File: src/hdl/gti_pkg.sv
// ----------------------------------------------------------------------------
// gti_pkg
// Shared types and constants of the grid turtle interpreter: turtle symbols,
// status codes, register indexes, headings, sequencer states and pose layout.
// ----------------------------------------------------------------------------
package gti_pkg;

	localparam int MAX_SIDE    = 256;
	localparam int STACK_DEPTH = 16;
	localparam int SP_W        = $clog2(STACK_DEPTH);
	localparam int CNT_W       = $clog2(STACK_DEPTH + 1);
	localparam int COORD_W     = 8;
	localparam int SIDE_W      = 9;
	localparam int STEP_W      = 6;
	localparam int INDEX_W     = 16;
	localparam int CFG_IDX_W   = 3;
	localparam int CFG_DATA_W  = 9;

	// Turtle symbols (ASCII)
	localparam logic [7:0] SYM_FWD   = 8'h46;  // F
	localparam logic [7:0] SYM_LEFT  = 8'h2B;  // +
	localparam logic [7:0] SYM_RIGHT = 8'h2D;  // -
	localparam logic [7:0] SYM_PUSH  = 8'h5B;  // [
	localparam logic [7:0] SYM_POP   = 8'h5D;  // ]

	localparam logic CMD_INTERPRET = 1'b0;
	localparam logic CMD_RESTART   = 1'b1;

	// Register indexes of the configuration port
	localparam logic [CFG_IDX_W-1:0] CFG_GRID_WIDTH    = 3'd0;
	localparam logic [CFG_IDX_W-1:0] CFG_GRID_HEIGHT   = 3'd1;
	localparam logic [CFG_IDX_W-1:0] CFG_STEP_LENGTH   = 3'd2;
	localparam logic [CFG_IDX_W-1:0] CFG_START_X       = 3'd3;
	localparam logic [CFG_IDX_W-1:0] CFG_START_Y       = 3'd4;
	localparam logic [CFG_IDX_W-1:0] CFG_START_HEADING = 3'd5;

	// Headings
	localparam logic [1:0] HD_NORTH = 2'd0;
	localparam logic [1:0] HD_EAST  = 2'd1;
	localparam logic [1:0] HD_SOUTH = 2'd2;
	localparam logic [1:0] HD_WEST  = 2'd3;

	typedef enum logic [2:0] {
		ST_OK      = 3'd0,
		ST_BLOCKED = 3'd1,
		ST_EMPTY   = 3'd2,
		ST_FULL    = 3'd3,
		ST_UNKNOWN = 3'd4
	} status_t;

	typedef enum logic [2:0] {
		S_IDLE,
		S_EXEC,
		S_POP,
		S_INDEX,
		S_EMIT
	} fsm_t;

	typedef struct packed {
		logic [COORD_W-1:0] x;
		logic [COORD_W-1:0] y;
		logic [1:0]         dir;
	} pose_t;

endpackage

File: src/hdl/grid_turtle_interpreter.sv
// ----------------------------------------------------------------------------
// grid_turtle_interpreter
// Turtle-graphics interpreter on a bounded grid: one symbol per transaction,
// painted segment cells or a single pose/status transaction out.
// ----------------------------------------------------------------------------
// The block takes one transaction at a time and holds in_stall high until its
// final result has been loaded into the output register; the next symbol may
// then be taken while that result still waits downstream. A symbol is decoded
// in the execute state, the row-times-width product of the first emitted cell
// is formed in the index state, and results leave one per cycle from the
// output register while the output is not stalled. A good pop also passes
// through the pop state between these, since the pose store is a memory with
// a registered read port. A good forward move emits every cell of its segment
// in turn: its cells are stepped one at a time, the linear index of each cell
// following from the previous one by adding 1 (horizontal segments) or the
// grid width (vertical segments). Output stalls hold the emission.
// Configuration writes are always taken and should be issued only while the
// block is idle. Widths and heights outside 1..256 are saturated; the pose
// stack holds 16 poses and is not cleared by reset.
// ----------------------------------------------------------------------------
module grid_turtle_interpreter
	import gti_pkg::*;
(
	input  logic                  clk,
	input  logic                  arst_n,
	// symbol channel
	input  logic                  in_valid,
	output logic                  in_stall,
	input  logic                  cmd,
	input  logic [7:0]            symbol,
	// result channel
	output logic                  out_valid,
	input  logic                  out_stall,
	output logic [COORD_W-1:0]    cell_x,
	output logic [COORD_W-1:0]    cell_y,
	output logic [INDEX_W-1:0]    cell_index,
	output logic                  painted,
	output logic [2:0]            status,
	output logic [1:0]            heading,
	output logic                  last,
	// configuration write channel
	input  logic                  cfg_valid,
	output logic                  cfg_ready,
	input  logic [CFG_IDX_W-1:0]  cfg_index,
	input  logic [CFG_DATA_W-1:0] cfg_data
);

	// configuration registers
	logic [SIDE_W-1:0]  grid_width_q;
	logic [SIDE_W-1:0]  grid_height_q;
	logic [STEP_W-1:0]  step_length_q;
	logic [COORD_W-1:0] start_x_q;
	logic [COORD_W-1:0] start_y_q;
	logic [1:0]         start_heading_q;

	// turtle state
	logic [COORD_W-1:0] pos_x_q;
	logic [COORD_W-1:0] pos_y_q;
	logic [1:0]         dir_q;
	logic [CNT_W-1:0]   stack_count_q;

	// sequencer
	fsm_t               state_q;
	fsm_t               state_d;
	logic               cmd_q;
	logic [7:0]         sym_q;
	status_t            status_q;
	logic               seg_q;      // current transaction draws a segment
	logic               vert_q;     // segment runs along y
	logic [STEP_W-1:0]  cnt_q;

	// emission datapath
	logic [COORD_W-1:0] cur_x_q;
	logic [COORD_W-1:0] cur_y_q;
	logic [INDEX_W-1:0] idx_q;

	// pose store
	pose_t              stack_mem [STACK_DEPTH];
	pose_t              pop_rd_q;

	// output register
	logic               out_valid_q;
	logic [COORD_W-1:0] out_x_q;
	logic [COORD_W-1:0] out_y_q;
	logic [INDEX_W-1:0] out_idx_q;
	logic               out_painted_q;
	status_t            out_status_q;
	logic [1:0]         out_heading_q;
	logic               out_last_q;

	// ------------------------------------------------------------------------
	// Combinational decode
	// ------------------------------------------------------------------------
	logic [SIDE_W-1:0]  w_eff;
	logic [SIDE_W-1:0]  h_eff;
	logic signed [9:0]  nx;
	logic signed [9:0]  ny;
	logic signed [9:0]  step_s;
	logic               move_ok;
	logic               is_fwd;
	logic               is_push;
	logic               is_pop;
	logic               pop_ok;
	logic               push_ok;
	logic               out_free;
	logic               emit_last;
	logic               in_take;
	logic [16:0]        row_prod;
	logic [COORD_W-1:0] src_x;
	logic [COORD_W-1:0] src_y;

	// saturate the grid size to 1..MAX_SIDE
	always_comb begin
		if (grid_width_q == '0) begin
			w_eff = SIDE_W'(1);
		end else if (grid_width_q > SIDE_W'(MAX_SIDE)) begin
			w_eff = SIDE_W'(MAX_SIDE);
		end else begin
			w_eff = grid_width_q;
		end
		if (grid_height_q == '0) begin
			h_eff = SIDE_W'(1);
		end else if (grid_height_q > SIDE_W'(MAX_SIDE)) begin
			h_eff = SIDE_W'(MAX_SIDE);
		end else begin
			h_eff = grid_height_q;
		end
	end

	// target of a forward move along the current heading
	always_comb begin
		step_s = $signed({4'b0, step_length_q});
		nx     = $signed({2'b0, pos_x_q});
		ny     = $signed({2'b0, pos_y_q});
		case (dir_q)
			HD_NORTH: ny = $signed({2'b0, pos_y_q}) - step_s;
			HD_EAST:  nx = $signed({2'b0, pos_x_q}) + step_s;
			HD_SOUTH: ny = $signed({2'b0, pos_y_q}) + step_s;
			HD_WEST:  nx = $signed({2'b0, pos_x_q}) - step_s;
			default:  nx = $signed({2'b0, pos_x_q});
		endcase
	end

	// a saturated side never exceeds MAX_SIDE, so below it also means below 256
	assign move_ok = (nx >= 0) && (nx < $signed({1'b0, w_eff}))
	              && (ny >= 0) && (ny < $signed({1'b0, h_eff}));

	assign is_fwd  = (cmd_q == CMD_INTERPRET) && (sym_q == SYM_FWD);
	assign is_push = (cmd_q == CMD_INTERPRET) && (sym_q == SYM_PUSH);
	assign is_pop  = (cmd_q == CMD_INTERPRET) && (sym_q == SYM_POP);
	assign push_ok = is_push && (stack_count_q < CNT_W'(STACK_DEPTH));
	assign pop_ok  = is_pop && (stack_count_q != '0);

	assign out_free  = !out_valid_q || !out_stall;
	assign emit_last = !seg_q || (cnt_q == step_length_q);

	// first cell of the emission: the segment start, or the turtle itself
	assign src_x    = seg_q ? cur_x_q : pos_x_q;
	assign src_y    = seg_q ? cur_y_q : pos_y_q;
	assign row_prod = 17'(src_y) * 17'(w_eff);

	// ------------------------------------------------------------------------
	// Sequencer
	// ------------------------------------------------------------------------
	always_comb begin
		state_d = state_q;
		case (state_q)
			S_IDLE: begin
				if (in_valid) begin
					state_d = S_EXEC;
				end
			end
			S_EXEC: begin
				state_d = pop_ok ? S_POP : S_INDEX;
			end
			S_POP: begin
				state_d = S_INDEX;
			end
			S_INDEX: begin
				state_d = S_EMIT;
			end
			S_EMIT: begin
				if (out_free && emit_last) begin
					state_d = S_IDLE;
				end
			end
			default: begin
				state_d = S_IDLE;
			end
		endcase
	end

	always_comb begin
		in_stall  = (state_q != S_IDLE);
		cfg_ready = 1'b1;
	end

	assign in_take = in_valid && !in_stall;

	always_ff @(posedge clk or negedge arst_n) begin
		if (!arst_n) begin
			state_q <= S_IDLE;
		end else begin
			state_q <= state_d;
		end
	end

	// ------------------------------------------------------------------------
	// Configuration registers
	// ------------------------------------------------------------------------
	always_ff @(posedge clk or negedge arst_n) begin
		if (!arst_n) begin
			grid_width_q    <= SIDE_W'(MAX_SIDE);
			grid_height_q   <= SIDE_W'(MAX_SIDE);
			step_length_q   <= STEP_W'(1);
			start_x_q       <= '0;
			start_y_q       <= '0;
			start_heading_q <= HD_NORTH;
		end else if (cfg_valid && cfg_ready) begin
			case (cfg_index)
				CFG_GRID_WIDTH:    grid_width_q    <= cfg_data;
				CFG_GRID_HEIGHT:   grid_height_q   <= cfg_data;
				CFG_STEP_LENGTH:   step_length_q   <= cfg_data[STEP_W-1:0];
				CFG_START_X:       start_x_q       <= cfg_data[COORD_W-1:0];
				CFG_START_Y:       start_y_q       <= cfg_data[COORD_W-1:0];
				CFG_START_HEADING: start_heading_q <= cfg_data[1:0];
				default: begin
					// writes beyond the register list are dropped
				end
			endcase
		end
	end

	// ------------------------------------------------------------------------
	// Turtle state and control of the running transaction
	// ------------------------------------------------------------------------
	always_ff @(posedge clk or negedge arst_n) begin
		if (!arst_n) begin
			pos_x_q       <= '0;
			pos_y_q       <= '0;
			dir_q         <= HD_NORTH;
			stack_count_q <= '0;
			cmd_q         <= CMD_INTERPRET;
			sym_q         <= '0;
			status_q      <= ST_OK;
			seg_q         <= 1'b0;
			vert_q        <= 1'b0;
			cnt_q         <= '0;
		end else begin
			case (state_q)
				S_IDLE: begin
					// capture the symbol transaction
					if (in_take) begin
						cmd_q <= cmd;
						sym_q <= symbol;
					end
				end
				S_EXEC: begin
					seg_q    <= 1'b0;
					cnt_q    <= '0;
					status_q <= ST_OK;
					if (cmd_q == CMD_RESTART) begin
						pos_x_q       <= start_x_q;
						pos_y_q       <= start_y_q;
						dir_q         <= start_heading_q;
						stack_count_q <= '0;
					end else if (is_fwd) begin
						if (move_ok) begin
							pos_x_q <= nx[COORD_W-1:0];
							pos_y_q <= ny[COORD_W-1:0];
							seg_q   <= 1'b1;
							vert_q  <= ~dir_q[0];
						end else begin
							status_q <= ST_BLOCKED;
						end
					end else if (sym_q == SYM_LEFT) begin
						dir_q <= dir_q - 2'd1;
					end else if (sym_q == SYM_RIGHT) begin
						dir_q <= dir_q + 2'd1;
					end else if (is_push) begin
						if (push_ok) begin
							stack_count_q <= stack_count_q + CNT_W'(1);
						end else begin
							status_q <= ST_FULL;
						end
					end else if (is_pop) begin
						if (pop_ok) begin
							stack_count_q <= stack_count_q - CNT_W'(1);
						end else begin
							status_q <= ST_EMPTY;
						end
					end else begin
						status_q <= ST_UNKNOWN;
					end
				end
				S_POP: begin
					// restore the pose read from the store
					pos_x_q <= pop_rd_q.x;
					pos_y_q <= pop_rd_q.y;
					dir_q   <= pop_rd_q.dir;
				end
				S_EMIT: begin
					if (out_free && !emit_last) begin
						cnt_q <= cnt_q + STEP_W'(1);
					end
				end
				default: begin
				end
			endcase
		end
	end

	// ------------------------------------------------------------------------
	// Pose store: one write port, one registered read port
	// ------------------------------------------------------------------------
	always_ff @(posedge clk) begin
		if (state_q == S_EXEC && push_ok) begin
			stack_mem[stack_count_q[SP_W-1:0]] <= '{x: pos_x_q, y: pos_y_q, dir: dir_q};
		end
		if (state_q == S_EXEC) begin
			pop_rd_q <= stack_mem[SP_W'(stack_count_q - CNT_W'(1))];
		end
	end

	// ------------------------------------------------------------------------
	// Cell walker: start point, index and per-cell increment
	// ------------------------------------------------------------------------
	always_ff @(posedge clk) begin
		case (state_q)
			S_EXEC: begin
				// low end of the segment: only north and west moves start at the target
				cur_x_q <= (dir_q == HD_WEST)  ? nx[COORD_W-1:0] : pos_x_q;
				cur_y_q <= (dir_q == HD_NORTH) ? ny[COORD_W-1:0] : pos_y_q;
			end
			S_INDEX: begin
				cur_x_q <= src_x;
				cur_y_q <= src_y;
				idx_q   <= row_prod[INDEX_W-1:0] + INDEX_W'(src_x);
			end
			S_EMIT: begin
				if (out_free && !emit_last) begin
					if (vert_q) begin
						cur_y_q <= cur_y_q + COORD_W'(1);
						idx_q   <= idx_q + INDEX_W'(w_eff);
					end else begin
						cur_x_q <= cur_x_q + COORD_W'(1);
						idx_q   <= idx_q + INDEX_W'(1);
					end
				end
			end
			default: begin
			end
		endcase
	end

	// ------------------------------------------------------------------------
	// Output register
	// ------------------------------------------------------------------------
	always_ff @(posedge clk or negedge arst_n) begin
		if (!arst_n) begin
			out_valid_q <= 1'b0;
		end else if (state_q == S_EMIT && out_free) begin
			out_valid_q <= 1'b1;
		end else if (!out_stall) begin
			out_valid_q <= 1'b0;
		end
	end

	always_ff @(posedge clk) begin
		if (state_q == S_EMIT && out_free) begin
			out_x_q       <= cur_x_q;
			out_y_q       <= cur_y_q;
			out_idx_q     <= idx_q;
			out_painted_q <= seg_q;
			out_status_q  <= status_q;
			out_heading_q <= dir_q;
			out_last_q    <= emit_last;
		end
	end

	assign out_valid  = out_valid_q;
	assign cell_x     = out_x_q;
	assign cell_y     = out_y_q;
	assign cell_index = out_idx_q;
	assign painted    = out_painted_q;
	assign status     = out_status_q;
	assign heading    = out_heading_q;
	assign last       = out_last_q;

endmodule

File: config.mk
export PLATFORM = sky130hd
export DESIGN_NAME = grid_turtle_interpreter
export DESIGN_NICKNAME = d
export VERILOG_FILES = /design/src/hdl/gti_pkg.sv /design/src/hdl/grid_turtle_interpreter.sv
export SDC_FILE = /design/constraint.sdc
export NUM_CORES = 1
export LEC_CHECK = 0
export BUFFER_PORTS_ARGS = -buffer_cell sky130_fd_sc_hd__buf_4
export CORE_MARGIN = 1.5
export CORE_UTILIZATION = 57
export DETAILED_ROUTE_END_ITERATION = 10
export PLACE_DENSITY_LB_ADDON = 0.25
export SLEW_MARGIN = 20
export SYNTH_ARGS = -nofsm -noshare
export SYNTH_HDL_FRONTEND = slang
export SYNTH_SLANG_ARGS = --single-unit
File: constraint.sdc
create_clock -name clk -period 5.9 [get_ports clk]
set_input_delay 1.475 -clock clk [delete_from_list [all_inputs] [get_ports clk]]
set_output_delay 1.475 -clock clk [all_outputs]
set_load 0.01 [all_outputs]
# Word-level counts from Yosys, hierarchy flattened
# Memory sizes are Yosys's and may differ from the RTL's. A register that Yosys moved wholly into a read port is not among the register bits.
# Index checks and enable logic that the tools add are counted.
[op_classes]
n_addsub = 14
n_mul = 1
n_lt_le_gt_ge = 7
n_eq_ne = 32
n_mux = 62
bitwise_logic = 2
reduce_logical = 49
[op_table]
columns = ["operator", "n"]
rows = [
  ["two-way mux 8 bit", 14],
  ["one-hot mux 8 bit (3 select lines)", 2],
  ["two-way mux 5 bit", 8],
  ["one-hot mux 10 bit (2 select lines)", 2],
  ["two-way mux 9 bit", 4],
  ["two-way mux 16 bit", 2],
  ["one-hot mux 16 bit (2 select lines)", 1],
  ["one-hot mux 8 bit (2 select lines)", 2],
  ["== test 8 x 7 -> 1 bit (second input constant)", 3],
  ["two-way mux 3 bit", 8],
  ["greater-or-equal comparator 10 x 1 -> 1 bit (second input constant)", 2],
  ["less-than comparator 10 bit", 2],
  ["AND reduction 2 bit", 10],
  ["adder 8 x 6 -> 9 bit", 2],
  ["> comparator 9 bit (second input constant)", 2],
  ["logical NOT 9 bit", 2],
  ["subtractor 8 x 6 -> 9 bit", 2],
  ["adder 16 x 1 -> 16 bit (second input constant)", 1],
  ["adder 16 x 8 -> 16 bit", 1],
  ["adder 16 x 9 -> 16 bit", 1],
  ["adder 8 x 1 -> 8 bit (second input constant)", 2],
  ["== test 8 x 6 -> 1 bit (second input constant)", 2],
  ["multiplier 8 x 9 -> 16 bit", 1],
  ["!= test 2 bit (second input constant)", 8],
  ["34 further kinds", 83],
]
[word_totals]
register_bits = 160
mem_bits_rw = 288
in_bits = 26
out_inout_bits = 42
wordCells = 196
memories = 1
[mem_list]
columns = ["memory", "words", "word_bits", "rd", "rd_ports_with_merged_regs", "write_ports", "line", "text"]
rows = [
  ["stack_mem", 16, 18, 1, 1, 1, "grid_turtle_interpreter.sv:78", "pose_t stack_mem [STACK_DEPTH];"],
]

# Longest topological paths before layout
# Gate-level depths: netlist (run 1).
[logic_depth]
word_depth = 11
ltp_mapped = 23
depth_no_buf = 20

# Worst setup path before layout (run 1)
# Ideal clock, no wire load.
[synth_timing]
path_type = "register -> register"
startpoint = "register seg_q"
endpoint = "register idx_q[15] (data pin)"
setup_time_ns = 0.256
arrival_time_ns = 5.519
required_ns = 5.644
path_slack_ns = 0.125
path_stages_with_launch = 21
n_path_buf = 3
period_less_slack_ns = 5.775
path_cell_list = "dfrtp_1 -> clkbuf_1 -> buf_1 -> clkbuf_1 -> mux2_2 -> nand2_1 -> fa_1 -> fa_1 -> inv_1 -> fa_1 -> inv_1 -> fa_1 -> inv_1 -> ha_1 -> o21a_1 -> o31a_1 -> o211ai_1 -> a21oi_1 -> nor3_1 -> or4_1 -> o211a_1"
[synth_between]
elab_chain_cells = 4
elab_cells_between_ends = 5
classes_between = "add/sub: 1; mul: 1; mux: 3"
[synth_lines]
columns = ["element", "line", "text"]
rows = [
  ["start, declared", "grid_turtle_interpreter.sv:68", "logic seg_q;"],
  ["start signal, assigned", "grid_turtle_interpreter.sv:246", "seg_q <= 1'b0;"],
  ["start signal, assigned", "grid_turtle_interpreter.sv:259", "seg_q <= 1'b0;"],
  ["start signal, assigned", "grid_turtle_interpreter.sv:271", "seg_q <= 1'b1;"],
  ["two-way mux 8 bit", "grid_turtle_interpreter.sv:159", "assign src_y = seg_q ? cur_y_q : pos_y_q;"],
  ["multiplier 8 x 9 -> 16 bit", "grid_turtle_interpreter.sv:160", "assign row_prod = 17'(src_y) * 17'(w_eff);"],
  ["adder 16 x 8 -> 16 bit *", "grid_turtle_interpreter.sv:338", "idx_q <= row_prod[INDEX_W-1:0] + INDEX_W'(src_x);"],
  ["one-hot mux 16 bit (2 select lines) *", "grid_turtle_interpreter.sv:329", "case (state_q)"],
  ["end signal, assigned", "grid_turtle_interpreter.sv:338", ""],
  ["end signal, assigned", "grid_turtle_interpreter.sv:344", "idx_q <= idx_q + INDEX_W'(w_eff);"],
  ["end signal, assigned", "grid_turtle_interpreter.sv:347", "idx_q <= idx_q + INDEX_W'(1);"],
  ["end, declared", "grid_turtle_interpreter.sv:75", "logic [INDEX_W-1:0] idx_q;"],
]
# Mark *: on every way between the ends. The rest lies on a longest branch, timed or not.
# A chain may end at the register's enable or synchronous reset.

# Final worst setup path (run 1)
# Same ends and word-level chain as after synthesis.

==> metrics.csv, run 1 <==
stage,metric,value,unit
synth,Post-synth EDFFs,377,
synth,top cells by instance count after synthesis,"edfxtp_1 (377), nor2_1 (137), nand2_1 (128), inv_1 (121), ha_1 (96)",
worst_setup_path,Crit path largest cell delay,730,ps
synth,asr flop ratio synth,19.1,%
finish,Final Non-Filler Cells,2397,
worst_setup_path,Crit Path Max Fanout,15,
sta,endpoints failing setup,0,
hold_path,hold crit path type,reg2reg,
finish,Area growth syn-to-layout,12.2,%
cts,Post-CTS Setup Inserts,0,
worst_setup_path,Worst Path Buf+Inv,5,
job,Max Cap Viol,0,
floorplan,total core area,41100,um2
power_and_ir_drop,leak pwr,10.1,nW
routing,Avg WL per Cell,25.0,um
synth,synth top area cells,"edfxtp_1 (47%), dfrtp_1 (9.0%), mux4_2 (8.5%), ha_1 (5.0%), fa_1 (4.5%)",
cts,root buffer cell,clkbuf_16,
routing,vias per std cell,6.23,
floorplan,Starting Density,58.1,%
worst_setup_path,crit path kind,reg2reg,
cts,clk_lat worst skew,600,ps
floorplan,Die X,208,um
sta,final max-slew violation count,0,
grt,Total Routing Usage GR,28.7,%
cts,CTS tree,yes,
placement,Cells after DPL,2312,
synth,mux contribution to synthesized area,12.5,%
power_and_ir_drop,pwr dens,604,nW/um2
synth,syn nets,1905,
cts,clock sinks,466,
floorplan,Ports,68,
routing,total routed wirelength,60.0,mm
synth,sequential-to-total area share from yosys stat,56.8,%
sta,Max-slew headroom,20.1,%
synth,xor and xnor fraction of the mapped netlist area,2.45,%
run_status,status,"complete, no violations",
placement,# port buffers,66,
finish,Fillers,2984,
placement,routability cong.,0.917,
synth,Synth Area in Compound Gates,7.12,%
synth,#FFs+latches synth,466,
sta,Clock Skew,23.8,ps
grt,global-route wire length before repair,92.4,mm
synth,main combinational cell family by area after synthesis,multiplexers,
cts,CTS clock-pin slew for the worst setup and hold paths,70,ps
cts,hold buffer count at cts,0,
sta,RSZ-0062 raised after global routing,false,
synth,"count leader, synth",edfxtp_1,
worst_setup_path,WP data required,6240,ps
routing,antenna-violating nets left,0,
cts,Max clock buf depth,3,
synth,share of the synthesized area in the top cell type,47.4,%
synth,post-synthesis adder-cell area fraction,9.56,%
finish,area of the multi-input gates,9690,um2
worst_setup_path,Worst path slowest cell,dfrtp_1,
floorplan,full die area,43100,um2
synth,Synth Area in Simple Gates,8.49,%
worst_setup_path,Setup crit start kind,flip-flop,
sta,Final min period,5610,ps
worst_setup_path,cell mode on critical path,fa_1,
floorplan,num rows,74,
synth,Post-Syn Area,23900,um2
synth,cell count after synthesis,1729,
grt,largest net degree at the start of global routing,74,
synth,Netlist cell types,85,
worst_setup_path,critical path capture point type,flip-flop,
floorplan,DIE HEIGHT,208,um
sta,Fmax,0.178,GHz
worst_setup_path,"CP delay by family, top",adder cells,
worst_setup_path,chain of cells forming the critical path,buf_4 -> nand2_1 -> o21ai_1 -> buf_4 -> nand2_1 -> fa_1 -> inv_1 -> fa_1 -> fa_1 -> inv_1 -> fa_1 -> inv_1 -> ha_1 -> o21a_1 -> o31a_1 -> o211ai_1 -> a21oi_1 -> nor3_1 -> or4_1 -> o211a_1,
power_and_ir_drop,VDD IR max,792,uV
sta,worst slew pin tran,1200,ps
synth,ys flop type,edfxtp_1,
worst_setup_path,WP data arrival,5940,ps
finish,# diodes,0,
sta,Final Hold Violating Endpoints,0,
synth,syn avg cell area,13.8,um2
synth,Ys Warns,0,
cts,H-tree levels,2,
finish,Final #Nets,2005,
grt,initial antenna violation count,0,
grt,GRT overflow,0,
sta,TNS Setup,0,ps
routing,DRC Markers,0,
finish,fraction of layout cells with a size suffix above 1,19.7,%
cts,post-CTS sizing,0,
routing,total number of vias,14900,
placement,HPWL after detailed placement,40.1,mm
routing,Iter 0 DRT Violations,1508,
grt,vias in the first global route,15000,
routing,DRT Pass-1 Iters,5,
synth,Yosys top cell by area,edfxtp_1,
sta,fin crit share,95.0,%
cts,Num CTS Buffers,47,
finish,flip-flop and latch area,13600,um2
## cell usage in the layout (no fill, tap or decap), types with 20 or more instances in the layout
cell type and n:
dfrtp_1 85, inv_1 120, edfxtp_1 377, ha_1 95, buf_4 118, nor2_1 125, mux2_2 48, clkbuf_16 48
o21ai_0 53, fa_1 54, xnor2_1 35, nand2_1 128, and2_1 20, mux4_2 90, xor2_1 29, nand2b_1 22
a21oi_1 66, nand3_1 27, mux2i_1 27
## final timing paths
kind | startpoint | to | slack, ps | cells past startpoint
max | seg_q | idx_q[15] | 290 | 20
min | idx_q[4] | cell_index[4] | 460 | 0
max reg2reg | seg_q | idx_q[15] | 290 | 20
min reg2reg | idx_q[4] | cell_index[4] | 460 | 0
max in group asynchronous | arst_n | stack_count_q[0] | 3880 | 2
min in group asynchronous | arst_n | start_heading_q[0] | 880 | 1
## power by group
part / internal, W / switching (W)
registers: 0.00459 / 0.000681
clock network: 0.00170 / 0.00128
logic: 0.00340 / 0.00452
## worst register-to-register path, cell delays in order (launching register included)
cell      delay, ps
dfrtp_1         730
buf_4           340
nand2_1          80
o21ai_1          90
buf_4           190
nand2_1          90
fa_1            520
inv_1            50
fa_1            460
fa_1            490
inv_1            60
fa_1            530
inv_1            40
ha_1            330
o21a_1          140
o31a_1          170
o211ai_1        120
a21oi_1         200
nor3_1           90
or4_1           500
o211a_1         120
## per-stage QoR
step	hold slack [ps]	instance area [um2]	setup slack (ps)	total power (W)	util (%)
finish	457	26800	294	0.0162	65.2
global route	476	26800	15.7	0.0173	65.2
CTS	458	26800	314	0.0162	65.2
detailed placement	444	25300	359	0.0131	61.4
global placement	441	25300	386	0.0129	61.4
floorplan	423	23900	125	0.0108	-
## area by class of cell
| cell class | instances | share of cell area (%) |
|---|---|---|
| Sequential cell | 466 | 50.6 |
| Multi-Input combinational cell | 1072 | 36.2 |
| Clock buffer | 60 | 4.73 |
| Timing Repair Buffer | 118 | 3.31 |
| Tap cell | 532 | 2.48 |
| Inverter | 124 | 1.74 |
| Clock inverter | 25 | 0.995 |
## cells by family after synthesis
| family | after synthesis |
|---|---|
| other | 1 |
| and+or+nand+nor | 424 |
| muxes | 177 |
| buffers and inverters | 191 |
| adders and majority gates | 150 |
| xor gates and xnor gates | 66 |
| DFF | 466 |
| AOI/OAI and AO/OA | 254 |
## sequential cells by signal, indices dropped and copies added, names as in the netlist, 5 cells and up
| name | count |
|---|---|
| stack_mem | 288 |
| pos_y_q | 8 |
| idx_q | 16 |
| sym_q | 8 |
| grid_width_q | 9 |
| cell_y | 8 |
| cnt_q | 6 |
| step_length_q | 6 |
| start_y_q | 8 |
| grid_height_q | 9 |
| start_x_q | 8 |
| cur_y_q | 8 |
| stack_count_q | 5 |
| cell_x | 8 |
| cur_x_q | 8 |
| pop_rd_q | 18 |
| cell_index | 16 |
| pos_x_q | 8 |
## layer usage
metal	vias up	track usage, %	part of all wire, %
li1	6636	-	-
met1	7547	41.9	43
met2	634	44.7	46
met3	108	4.34	7.7
met4	0	9.29	2.9
met5	-	0	0
No activity file was read; power rests on OpenSTA's default activity.
==> inputs of run 2 (changes only) <==
--- a/config.mk
+++ b/config.mk
@@ -9,7 +9,7 @@
 export CORE_MARGIN = 1.5
 export CORE_UTILIZATION = 57
 export DETAILED_ROUTE_END_ITERATION = 10
-export PLACE_DENSITY_LB_ADDON = 0.25
+export PLACE_DENSITY = 0.81
 export SLEW_MARGIN = 20
 export SYNTH_ARGS = -nofsm -noshare
 export SYNTH_HDL_FRONTEND = slang
==> metrics.csv, run 2 (synthesized netlist as in run 1, its figures left out) <==
stage,metric,value,unit,change
grt,GRT overflow,0,,unchanged
routing,antenna-violating nets left,0,,unchanged
cts,clock sinks,466,,unchanged
placement,Cells after DPL,2314,,+0.087%
worst_setup_path,crit path kind,reg2reg,,
finish,Final #Nets,2008,,+0.15%
run_status,status,"complete, no violations",,
power_and_ir_drop,pwr dens,609,nW/um2,+0.92%
cts,clk_lat worst skew,610,ps,about the same
sta,final max-slew violation count,0,,unchanged
sta,TNS Setup,0,ps,unchanged
finish,number of flip-flops under the largest register name,288,,unchanged
cts,Post-CTS Setup Inserts,0,,unchanged
floorplan,Ports,68,,unchanged
floorplan,num rows,74,,unchanged
cts,root buffer cell,clkbuf_16,,
worst_setup_path,Crit Path Max Fanout,8,,-7
floorplan,DIE HEIGHT,208,um,unchanged
finish,Area growth syn-to-layout,12.7,%,
sta,Fmax,0.181,GHz,+1.7%
routing,vias per std cell,6.36,,+2.1%
grt,global-route wire length before repair,95.0,mm,+2.8%
worst_setup_path,Setup crit start kind,flip-flop,,
grt,vias in the first global route,15600,,+3.9%
worst_setup_path,critical path capture point type,flip-flop,,
grt,Total Routing Usage GR,29.6,%,+0.93 points
grt,largest net degree at the start of global routing,52,,-30%
cts,CTS tree,yes,,
floorplan,Die X,208,um,unchanged
placement,# port buffers,66,,unchanged
power_and_ir_drop,VDD IR max,522,uV,-34%
hold_path,hold crit path type,reg2reg,,
sta,fin crit share,93.4,%,-1.6 points
floorplan,Starting Density,58.1,%,unchanged
floorplan,total core area,41100,um2,unchanged
cts,hold buffer count at cts,0,,unchanged
sta,worst slew pin tran,1100,ps,-91.8 ps
routing,Iter 0 DRT Violations,1636,,+8.5%
finish,Fillers,2906,,-2.6%
grt,initial antenna violation count,0,,unchanged
routing,total routed wirelength,62.2,mm,+3.7%
power_and_ir_drop,leak pwr,10.1,nW,+0.53%
sta,RSZ-0062 raised after global routing,false,,
worst_setup_path,WP data required,6350,ps,+110 ps
finish,flip-flop and latch area,13600,um2,unchanged
sta,Final min period,5510,ps,-94.3 ps
routing,total number of vias,15300,,+2.2%
routing,DRC Markers,0,,unchanged
placement,routability cong.,0.929,,+1.3%
cts,Max clock buf depth,3,,unchanged
finish,Post-Route Utilization,65.4,%,+0.24 points
finish,fraction of layout cells with a size suffix above 1,20.0,%,+0.24 points
finish,# diodes,0,,unchanged
routing,Avg WL per Cell,25.9,um,+3.6%
finish,"most common cell after layout, fill and taps aside",edfxtp_1,,
cts,CTS clock-pin slew for the worst setup and hold paths,60,ps,about the same
sta,Final Hold Violating Endpoints,0,,unchanged
cts,H-tree levels,2,,unchanged
cts,post-CTS sizing,0,,unchanged
finish,most frequent cells in the layout,"edfxtp_1 (377), nand2_1 (128), nor2_1 (125)",,
floorplan,full die area,43100,um2,unchanged
cts,Num CTS Buffers,48,,+2.1%
sta,Clock Skew,44.3,ps,+20.5 ps
sta,endpoints failing setup,0,,unchanged
placement,HPWL after detailed placement,41.0,mm,+2.1%
finish,area of the multi-input gates,9680,um2,-0.13%
sta,Max-slew headroom,26.3,%,+6.1 points
job,Max Cap Viol,0,,unchanged
finish,Final Non-Filler Cells,2400,,+0.13%
routing,DRT Pass-1 Iters,6,,+1
worst_setup_path,WP data arrival,5960,ps,+20 ps
[run 2: stage by stage]
step	setup slack (ps)	cell area [um2]	power (W)	hold WS (ps)
2_1_floorplan	125	23900	0.0108	423
3_3_place_gp	575	25300	0.0129	448
3_5_place_dp	495	25300	0.0131	443
4_1_cts	455	26900	0.0163	461
5_1_grt	158	26900	0.0174	477
6_report	389	26900	0.0164	458
[run 2: path summary, 6_finish.rpt]
kind | startpoint | end | slack [ps] | cells after the start
min in group asynchronous | arst_n | start_y_q[6] | 850 | 1
hold reg to reg | idx_q[5] | cell_index[5] | 460 | 0
hold / removal | idx_q[5] | cell_index[5] | 460 | 0
setup reg to reg | step_length_q[1] | pos_x_q[4] | 390 | 16
max in group asynchronous | arst_n | pos_x_q[4] | 3900 | 2
setup / recovery | step_length_q[1] | pos_x_q[4] | 390 | 16
[run 2: metal layers]
metal,part of all wire (%),global-route usage (%),up-vias
li1,-,-,6614
met1,40,40.2,7633
met2,47,47.4,853
met3,9.4,6.69,159
met4,3.7,10.6,0
met5,0,0,-
[run 2: layout make-up]
class                   instances  area share [%]
well taps                     532            2.47
clock buffers                  58            4.68
repair buffers                120            3.40
multi-input cells            1072            36.0
inverters                     124            1.73
flip-flops and latches        466            50.4
clock inverters                28            1.34
[run 2: where the power goes]
group | switching [W] | leakage, nW | internal (W)
sequential | 0.000603 | 4.50 | 0.00459
combinational | 0.00468 | 4.85 | 0.00339
clock | 0.00132 | 0.786 | 0.00180
[run 2: critical path, stage by stage, from the launching register on]
cell,delay [ps]
dfrtp_1,560
inv_1,270
ha_1,360
nand2b_1,170
a2111o_1,450
a31oi_1,180
xor2_1,90
a222oi_1,660
inv_1,110
ha_1,340
a21o_1,180
a2111oi_0,500
nand2_1,220
o41ai_4,500
and2_1,220
buf_4,190
mux2_1,350
